===== src/hdl/spq_pkg.sv =====
package spq_pkg;

    localparam int SLOTS      = 16;
    localparam int PRIO_WIDTH = 8;
    localparam int DATA_WIDTH = 16;
    localparam int IDX_W      = $clog2(SLOTS);
    localparam int CNT_W      = $clog2(SLOTS + 1);
    localparam int STATUS_W   = 2;

    typedef logic [IDX_W-1:0]      t_idx;
    typedef logic [CNT_W-1:0]      t_cnt;
    typedef logic [PRIO_WIDTH-1:0] t_prio;
    typedef logic [DATA_WIDTH-1:0] t_data;
    typedef logic [STATUS_W-1:0]   t_status;

    localparam t_status ST_DONE  = 2'd0;
    localparam t_status ST_FULL  = 2'd1;
    localparam t_status ST_EMPTY = 2'd2;

    localparam logic CMD_INSERT = 1'b0;
    localparam logic CMD_REMOVE = 1'b1;

    localparam t_idx LAST_IDX = t_idx'(SLOTS - 1);

    typedef struct packed {
        logic  wr;
        logic  clr;
        t_idx  idx;
        t_prio prio;
        t_data data;
    } t_wr_req;

    typedef struct packed {
        logic  vld;
        t_prio prio;
        t_data data;
    } t_rd_rsp;

    typedef struct packed {
        t_status status;
        t_prio   prio;
        t_data   data;
    } t_result;

endpackage


===== src/hdl/spq_store.sv =====
module spq_store (
    input  logic             i_clk,
    input  logic             i_rst_n,
    input  spq_pkg::t_idx    i_rd_idx,
    input  spq_pkg::t_wr_req i_req,
    output logic             o_cur_vld,
    output spq_pkg::t_rd_rsp o_rsp,
    output spq_pkg::t_cnt    o_count
);
    import spq_pkg::*;

    logic  r_valid [SLOTS];
    t_cnt  r_count;
    t_prio r_prio_mem [SLOTS];
    t_data r_data_mem [SLOTS];
    logic  r_rd_vld;
    t_prio r_rd_prio;
    t_data r_rd_data;

    always_ff @(posedge i_clk) begin
        if (!i_rst_n) begin
            for (int i = 0; i < SLOTS; i++) begin
                r_valid[i] <= 1'b0;
            end
            r_count <= '0;
        end else begin
            if (i_req.wr) begin
                r_valid[i_req.idx] <= 1'b1;
                r_count            <= r_count + t_cnt'(1);
            end else if (i_req.clr) begin
                r_valid[i_req.idx] <= 1'b0;
                r_count            <= r_count - t_cnt'(1);
            end
        end
    end

    always_ff @(posedge i_clk) begin
        if (i_req.wr) begin
            r_prio_mem[i_req.idx] <= i_req.prio;
            r_data_mem[i_req.idx] <= i_req.data;
        end
        r_rd_prio <= r_prio_mem[i_rd_idx];
        r_rd_data <= r_data_mem[i_rd_idx];
    end

    always_ff @(posedge i_clk) begin
        if (!i_rst_n) begin
            r_rd_vld <= 1'b0;
        end else begin
            r_rd_vld <= r_valid[i_rd_idx];
        end
    end

    assign o_cur_vld  = r_valid[i_rd_idx];
    assign o_rsp.vld  = r_rd_vld;
    assign o_rsp.prio = r_rd_prio;
    assign o_rsp.data = r_rd_data;
    assign o_count    = r_count;

endmodule


===== src/hdl/spq_seq.sv =====
module spq_seq (
    input  logic             i_clk,
    input  logic             i_rst_n,
    input  logic             i_start,
    input  logic             i_cmd,
    input  spq_pkg::t_prio   i_prio,
    input  spq_pkg::t_data   i_data,
    input  logic             i_cur_vld,
    input  spq_pkg::t_rd_rsp i_rsp,
    input  logic             i_res_take,
    output spq_pkg::t_idx    o_rd_idx,
    output spq_pkg::t_wr_req o_req,
    output logic             o_idle,
    output logic             o_done,
    output spq_pkg::t_result o_res
);
    import spq_pkg::*;

    typedef enum logic [1:0] {
        S_IDLE,
        S_SCAN,
        S_DRAIN,
        S_TAKE
    } t_state;

    t_state  r_state;
    t_idx    r_idx;
    logic    r_cmd;
    t_prio   r_in_prio;
    t_data   r_in_data;
    logic    r_cmp_en;
    t_idx    r_cmp_idx;
    logic    r_found;
    t_idx    r_best_idx;
    t_prio   r_best_prio;
    t_data   r_best_data;
    logic    r_done;
    t_result r_res;

    logic    take;
    logic    ins_hit;

    assign take    = r_cmp_en && i_rsp.vld && (!r_found || (i_rsp.prio > r_best_prio));
    assign ins_hit = (r_state == S_SCAN) && (r_cmd == CMD_INSERT) && !i_cur_vld;

    always_ff @(posedge i_clk) begin
        if (!i_rst_n) begin
            r_state  <= S_IDLE;
            r_cmp_en <= 1'b0;
            r_found  <= 1'b0;
            r_done   <= 1'b0;
        end else begin
            r_cmp_en <= (r_state == S_SCAN) && (r_cmd == CMD_REMOVE);
            if (i_res_take) begin
                r_done <= 1'b0;
            end
            if (take) begin
                r_found     <= 1'b1;
                r_best_idx  <= r_cmp_idx;
                r_best_prio <= i_rsp.prio;
                r_best_data <= i_rsp.data;
            end
            case (r_state)
                S_IDLE: begin
                    if (i_start) begin
                        r_cmd     <= i_cmd;
                        r_in_prio <= i_prio;
                        r_in_data <= i_data;
                        r_idx     <= '0;
                        r_found   <= 1'b0;
                        r_state   <= S_SCAN;
                    end
                end
                S_SCAN: begin
                    if (r_cmd == CMD_INSERT) begin
                        if (ins_hit) begin
                            r_done  <= 1'b1;
                            r_res   <= '{status: ST_DONE, prio: '0, data: '0};
                            r_state <= S_IDLE;
                        end else if (r_idx == LAST_IDX) begin
                            r_done  <= 1'b1;
                            r_res   <= '{status: ST_FULL, prio: '0, data: '0};
                            r_state <= S_IDLE;
                        end else begin
                            r_idx <= r_idx + t_idx'(1);
                        end
                    end else begin
                        r_cmp_idx <= r_idx;
                        if (r_idx == LAST_IDX) begin
                            r_state <= S_DRAIN;
                        end else begin
                            r_idx <= r_idx + t_idx'(1);
                        end
                    end
                end
                S_DRAIN: begin
                    r_state <= S_TAKE;
                end
                S_TAKE: begin
                    r_done <= 1'b1;
                    if (r_found) begin
                        r_res <= '{status: ST_DONE, prio: r_best_prio, data: r_best_data};
                    end else begin
                        r_res <= '{status: ST_EMPTY, prio: '0, data: '0};
                    end
                    r_state <= S_IDLE;
                end
                default: begin
                    r_state <= S_IDLE;
                end
            endcase
        end
    end

    always_comb begin
        o_req.wr   = ins_hit;
        o_req.clr  = (r_state == S_TAKE) && r_found;
        o_req.idx  = (r_state == S_TAKE) ? r_best_idx : r_idx;
        o_req.prio = r_in_prio;
        o_req.data = r_in_data;
    end

    assign o_rd_idx = r_idx;
    assign o_idle   = (r_state == S_IDLE) && !r_done;
    assign o_done   = r_done;
    assign o_res    = r_res;

endmodule


===== src/hdl/slot_priority_queue_unit.sv =====
// Slot priority queue: SLOTS entries of priority and payload, unsorted.
// Input channel i_valid/o_ready carries one command per beat: insert
// (i_entry_priority, i_entry_data) into the lowest free slot, or remove the
// entry of highest priority (lowest slot on ties). Output channel
// o_valid/i_ready returns exactly one result beat per command: status,
// removed priority and payload (zero unless a remove found an entry), and
// occupancy after the command.
// Timing: one comparator walks the slots one per cycle through a memory
// with a registered read port. An insert ends at the first free slot, or
// at the last slot if the store is full; a remove always walks every slot,
// then drains the last read and frees the winning slot. o_ready is high only when
// the sequencer is idle and no result waits for the output register.
// A command may run while the previous result is stalled on i_ready; its
// result then holds inside until the output register frees.
// Reset (i_rst_n low, synchronous) empties every slot, clears occupancy and
// drops any result in flight; no clearing pass is needed.
module slot_priority_queue_unit (
    input  logic                     i_clk,
    input  logic                     i_rst_n,
    input  logic                     i_valid,
    output logic                     o_ready,
    input  logic                     i_command,
    input  spq_pkg::t_prio           i_entry_priority,
    input  spq_pkg::t_data           i_entry_data,
    output logic                     o_valid,
    input  logic                     i_ready,
    output spq_pkg::t_status         o_status,
    output spq_pkg::t_prio           o_out_priority,
    output spq_pkg::t_data           o_out_data,
    output spq_pkg::t_cnt            o_occupancy
);
    import spq_pkg::*;

    t_idx    rd_idx;
    t_wr_req req;
    logic    cur_vld;
    t_rd_rsp rsp;
    t_cnt    count;
    logic    seq_idle;
    logic    seq_done;
    t_result seq_res;
    logic    res_take;
    logic    start;

    logic    r_out_vld;
    t_result r_out_res;
    t_cnt    r_out_cnt;

    assign start    = i_valid && seq_idle;
    assign res_take = seq_done && (!r_out_vld || i_ready);

    spq_store u_store (
        .i_clk     (i_clk),
        .i_rst_n   (i_rst_n),
        .i_rd_idx  (rd_idx),
        .i_req     (req),
        .o_cur_vld (cur_vld),
        .o_rsp     (rsp),
        .o_count   (count)
    );

    spq_seq u_seq (
        .i_clk      (i_clk),
        .i_rst_n    (i_rst_n),
        .i_start    (start),
        .i_cmd      (i_command),
        .i_prio     (i_entry_priority),
        .i_data     (i_entry_data),
        .i_cur_vld  (cur_vld),
        .i_rsp      (rsp),
        .i_res_take (res_take),
        .o_rd_idx   (rd_idx),
        .o_req      (req),
        .o_idle     (seq_idle),
        .o_done     (seq_done),
        .o_res      (seq_res)
    );

    always_ff @(posedge i_clk) begin
        if (!i_rst_n) begin
            r_out_vld <= 1'b0;
        end else begin
            if (res_take) begin
                r_out_vld <= 1'b1;
                r_out_res <= seq_res;
                r_out_cnt <= count;
            end else if (i_ready) begin
                r_out_vld <= 1'b0;
            end
        end
    end

    assign o_ready        = seq_idle;
    assign o_valid        = r_out_vld;
    assign o_status       = r_out_res.status;
    assign o_out_priority = r_out_res.prio;
    assign o_out_data     = r_out_res.data;
    assign o_occupancy    = r_out_cnt;

endmodule


===== config.mk =====
export PLATFORM = sky130hd
export DESIGN_NAME = slot_priority_queue_unit
export DESIGN_NICKNAME = d
export VERILOG_FILES = /design/src/hdl/spq_pkg.sv /design/src/hdl/spq_store.sv /design/src/hdl/spq_seq.sv /design/src/hdl/slot_priority_queue_unit.sv
export SDC_FILE = /design/constraint.sdc
export NUM_CORES = 1
export LEC_CHECK = 0
export BUFFER_PORTS_ARGS = -buffer_cell sky130_fd_sc_hd__buf_2
export CAP_MARGIN = 20
export CORE_MARGIN = 10
export CORE_UTILIZATION = 50
export CTS_CLUSTER_DIAMETER = 200
export DETAILED_ROUTE_END_ITERATION = 10
export GPL_TIMING_DRIVEN = 0
export PLACE_DENSITY = 0.64
export REMOVE_ABC_BUFFERS = 1
export SLEW_MARGIN = 10
export SYNTH_ARGS = -nofsm -noshare
export SYNTH_HDL_FRONTEND = slang
export SYNTH_SLANG_ARGS = --single-unit

===== constraint.sdc =====
create_clock -name i_clk -period 7.15 [get_ports i_clk]
set_input_delay 0.715 -clock i_clk [delete_from_list [all_inputs] [get_ports i_clk]]
set_output_delay 0.715 -clock i_clk [all_outputs]
set_load 0.005 [all_outputs]

[After elaboration in Yosys (flattened, before gate mapping)]
Memory sizes are Yosys's and may differ from the RTL's. A register that Yosys moved wholly into a read port is not among the register bits.
Cells that the tools add are included.
Storage, ports and cells
  RAM bits: 400
  bits in registers: 130
  memories: 3
Memories
  u_store.r_data_mem: depth 16, bits a word 16, rd ports 1, clocked after memory_dff 1, write ports 1, RTL line spq_store.sv:15  | t_data r_data_mem [SLOTS];
  u_store.r_prio_mem: depth 16, bits a word 8, rd ports 1, clocked after memory_dff 1, write ports 1, RTL line spq_store.sv:14  | t_prio r_prio_mem [SLOTS];
  u_store.r_valid: depth 16, bits a word 1, rd ports 1, clocked after memory_dff 1, write ports 16, RTL line spq_store.sv:12  | logic r_valid [SLOTS];
Cells by class
  equal/unequal tests: 9
  magnitude comparators: 1
  add/sub/neg operators: 3
  bitwise logic cells: 2
  multiplexer cells: 43
  reductions and logical operators: 28
Operators by type and width (number)
  26-bit two-way mux: 4
  26-bit case mux with 2 select lines: 1
  4-bit two-way mux: 7
  1-bit two-way mux: 21
  2-bit two-way mux: 5
  5-bit two-way mux: 2
  1-bit logical AND: 9
  3-bit AND reduction: 3
  8-bit greater-than comparator: 1
  2-bit case mux with 4 select lines: 1
  4-bit case mux with 2 select lines: 1
  4-bit AND reduction: 2
  2-bit nonzero test: 4
  3-bit by 2-bit != test with 1-bit output (second input constant): 2
  5-bit by 1-bit adder with 5-bit output (second input constant): 1
  5-bit by 1-bit subtractor with 5-bit output (second input constant): 1
  4-bit by 1-bit adder with 4-bit output (second input constant): 1
  2-bit == test (second input constant): 2
  4-bit == test (second input constant): 1
  1-bit logical NOT: 4
  2-bit != test (second input constant): 2
  2-bit AND reduction: 2
  3-bit != test (second input constant): 1
  2-bit by 1-bit == test with 1-bit output (second input constant): 1
  other kinds (6): 7

[Logic depth before layout (Yosys ltp)]
  word-level depth: 9
  mapped depth: 12
  mapped depth without buffers: 10

[Hierarchy]
From an unflattened synthesis, not the netlist that was laid out.
Second synthesis, totals
  cell total of the unflattened synthesis: 998
  area, all modules: 20556.0 um2
Modules (own cells, without submodules)
  spq_store: cells an instance 757, area each 16131.7 um2, sequential area each 12451.9 um2, times used 1
  spq_seq: cells an instance 203, area each 3429.5 um2, sequential area each 2712.6 um2, times used 1
  slot_priority_queue_unit: cells an instance 38, area each 994.7 um2, sequential area each 950.9 um2, times used 1

[Worst setup path after synthesis]
OpenSTA, ideal clock, no wires.
  path type: reg2reg
  from: register with a tool-made name
  to: register u_seq.r_res (netlist bit u_seq.o_res[0]) (enable)
  arrival: 3488 ps
  setup time: 449 ps
  setup slack: 3213 ps
  cell stages (with the launch flop): 7
  cell sequence: dfxtp_1 -> buf_6 -> mux2_1 -> mux4_2 -> o32a_1 -> buf_6 -> a211oi_1
RTL lines
  end signal, assigned: RTL line spq_seq.sv:78  | r_res <= '{status: ST_DONE, prio: '0, data: '0};
  end signal, assigned: RTL line spq_seq.sv:82  | r_res <= '{status: ST_FULL, prio: '0, data: '0};
  end signal, assigned: RTL line spq_seq.sv:102  | r_res <= '{status: ST_DONE, prio: r_best_prio, data: r_best_data};
  end, declared: RTL line spq_seq.sv:38  | t_result r_res;

==> summary.md <==
| Metric | Value |
|---|---|
| Run status | `finished, final reports clean` |
| Syn. warnings | `0` |
| RSZ-0062 raised after global routing | `false` |
| Crit. End Element | `flop` |
| #FFs+latches synth | `about 560` |
| Layout cells sized above 1 | `0.302` |
| First DRT Iteration DRCs | `between 1000 and 1500` |
| Fin crit share | `0.511` |
| Clock Power Share | `0.415` |
| Slowest-stage cell, CP | `nor2_4` |
| CTS tree | `built` |
| Root buffer cell | `clkbuf_16` |
| # fillers | `2851` |
| Routed Antenna Nets | `0` |
| Core Util, Final | `0.599` |
| VDD IR max | `roughly 190 uV` |
| Cell Rows | `between 70 and 80` |
| Total power | `approximately 6.9 mW` |
| Number of global-route vias before repair | `10100` |
| Hold Violations, Final | `0` |
| RD Place Congestion | `between 0.8 and 0.9` |
| Clock sink count | `558` |
| Die Wd | `about 220 um` |
| Top achievable clock speed | `about 270 MHz` |
| Min-Delay Path Class | `in2reg` |
| Flop pwr share | `0.530` |
| Post-route design area | `between 0.02 and 0.025 mm2` |
| Critical path peak fanout | `14` |
| Core Box Area | `approximately 0.041 mm2` |
| Met3 Routed Length | `roughly 2900 um` |
| Setup-violating endpoint count in the final report | `0` |
| Buf/Inv on CP | `1` |
| P_int | `approximately 5.5 mW` |
| Synth area leaders | `edfxtp_1, mux4_2, dfxtp_1` |
| Yosys top cell area share | `0.732` |
| Grt ovf | `0` |
| Lkg Pwr | `slightly below 8 nW` |
| Worst stage delay on the critical path | `slightly below 700 ps` |
| Top FF cell, synth | `edfxtp_1` |
| Synth cell count leaders | `edfxtp_1, mux4_2, dfxtp_1, nor2_1, clkbuf_1` |
| Vias after detailed routing | `about 10000` |
| Total setup buffers inserted after CTS | `0` |
| Worst Path Required | `around 7500 ps` |
| Switching share of total power | `0.203` |
| Sequential cell area | `0.0162 mm2` |
| First-pass GRT wire length | `about 65000 um` |
| Drt first pass iters | `5` |
| Seq/Total Area, Yosys | `0.786` |
| Period minus WS final | `around 3700 ps` |
| Avg Inst Size Synth | `~22 um2` |
| Clock buffer depth | `3` |
| Post-DP Area | `0.0225 mm2` |
| Clock Latency Late Sink | `approximately 600 ps` |
| Mapped Area | `slightly above 0.02 mm2` |
| Die area | `0.0497 mm2` |
| Area growth syn-to-layout | `18.4%` |
| Post-DP HPWL | `roughly 26000 um` |
| Pwr Density | `284 mW/mm2` |
| Family with the most delay on the worst path | `simple AND/OR/NAND/NOR gates` |
| Largest net degree at the start of global routing | `29` |
| Antenna violations before repair | `0` |
| Slew Viols, Final | `0` |
| Fin worst setup slack | `3500 ps` |
| Setup Skew | `around 18 ps` |
| Metal2 WL | `between 20000 and 25000 um` |
| Setup Crit Path Kind | `reg2reg` |
| Cell count after synthesis | `around 960` |
| ANT cells | `0` |
| Post-synth EDFFs | `502` |
| Rel. slew slack | `0.396` |
| Pre-CTS setup slack | `about 3500 ps` |
| Vias/cell | `between 5 and 6` |
| Die height | `around 220 um` |
| Ys async rst share | `0` |
| Worst-path clk slew | `around 60 ps` |
| Top-count cell post-synth | `edfxtp_1` |
| WL/cell | `approximately 26 um` |
| Yosys cell types | `43` |
| DRC | `0` |
| Least-Margin Pin Slew | `roughly 900 ps` |
| Switch Pwr | `roughly 1.4 mW` |
| Yosys top cell by area | `edfxtp_1` |
| Hold_buf cts | `0` |
| Area of the multi-input gates | `between 0.004 and 0.005 mm2` |
| Top Metal Used | `met4` |
| Post-CTS sizing | `0` |
| Max H-tree Level | `2` |
| Starting Density | `0.506` |
| Crit path launch type | `flop` |
| PortBufs | `61` |
| Comb pwr share | `0.055` |
| Final wirelength | `about 43000 um` |
| Wl on met1 | `about 18000 um` |
| Crit path cell chain | `mux2_1, mux4_2, o32a_1, or2_1, nor2_4, buf_16` |
| Total global routing track utilization | `0.174` |
| Total CTS buffers | `56` |
| I/O pin count | `between 60 and 70` |
| Max Cap Viol | `0` |
| Post-layout nets | `1121` |
| Worst Path Arrival | `~4000 ps` |
-- kinds of logic after synthesis --
family,count (synthesis),synth area share
adders and majority gates,13,0.00826
muxes,132,0.138
AOI/OAI and AO/OA,75,0.0237
xor gates and xnor gates,5,0.00213
DFF,558,0.786
and+or+nand+nor,115,0.0295
buffers and inverters,58,0.0122
-- state kept, by name, indices dropped and copies added, names as in the netlist, 16 cells and up, named ones only --
| register | count |
|---|---|
| u_store.r_prio_mem | 128 |
| o_out_data | 16 |
| u_store.r_data_mem | 256 |
| u_seq.r_in_data | 16 |
| u_seq.r_best_data | 16 |
| u_seq.o_res | 26 |
| u_store.r_valid | 16 |
| u_store.r_rd_data | 16 |
-- cells in the final DEF (no fill, tap or decap), types with 11 or more instances in the layout --
cell type and n:
buf_16 20, o21ai_0 16, inv_1 11, clkbuf_16 58, nor2_1 18, nor2_4 17, ha_1 12, buf_8 13
and2_1 21, buf_12 13, nand2_1 11, buf_2 61, clkbuf_1 18, mux4_2 121, o22ai_1 14, clkbuf_8 11
edfxtp_1 502, dfxtp_1 56
-- worst register-to-register path: cells and delay by family, from the launching register on --
kind / cells / cell delay (ps)
compound gates: 1 / 420
buf+inv: 1 / 240
flops: 1 / 560
mux: 2 / 880
simple gates: 2 / 1250
-- area by class of cell --
type / instances / share of cell area
flip-flops and latches: 558 / 0.664
repair buffers: 110 / 0.0547
clock inverters: 16 / 0.00657
well taps: 532 / 0.0273
inverters: 13 / 0.00200
clock buffers: 87 / 0.0685
multi-input cells: 340 / 0.177
-- stage by stage --
stage	hold slack [ps]	std cells	TNS, ps
CTS	253	1654	0
global route	267	1656	0
floorplan	386	911	-1850
global placement	388	1504	-888720
detailed placement	389	1551	0
finish	284	1656	0
-- routing by layer --
layer  track usage  vias to the layer above
li1              -                     4174
met1         0.240                     5089
met2         0.275                      360
met3        0.0306                       87
met4        0.0656                        0
met5             0                        -
-- power by group through the flow --
| stage | Sequential, mW | Combinational (mW) | Clock, mW |
|---|---|---|---|
| CTS | 3.67 | 0.387 | 2.93 |
| finish | 3.67 | 0.382 | 2.88 |
| global route | 3.68 | 0.410 | 3.06 |
| global placement | 3.80 | 0.291 | 0 |
| floorplan | 3.75 | 0.218 | 0 |
| detailed placement | 3.74 | 0.385 | 0 |
-- worst paths after layout --
check	startpoint	end	slack (ps)	cells after the start
hold reg to reg	u_store.r_rd_data[3]	u_seq.r_best_data[3]	400	0
setup / recovery	flop	u_store.r_data_mem[4][12]	3500	6
setup reg to reg	flop	u_store.r_data_mem[4][12]	3500	6
hold / removal	i_entry_data[4]	u_seq.r_in_data[4]	280	1
Note: power is estimated with default switching activity, not from simulation.
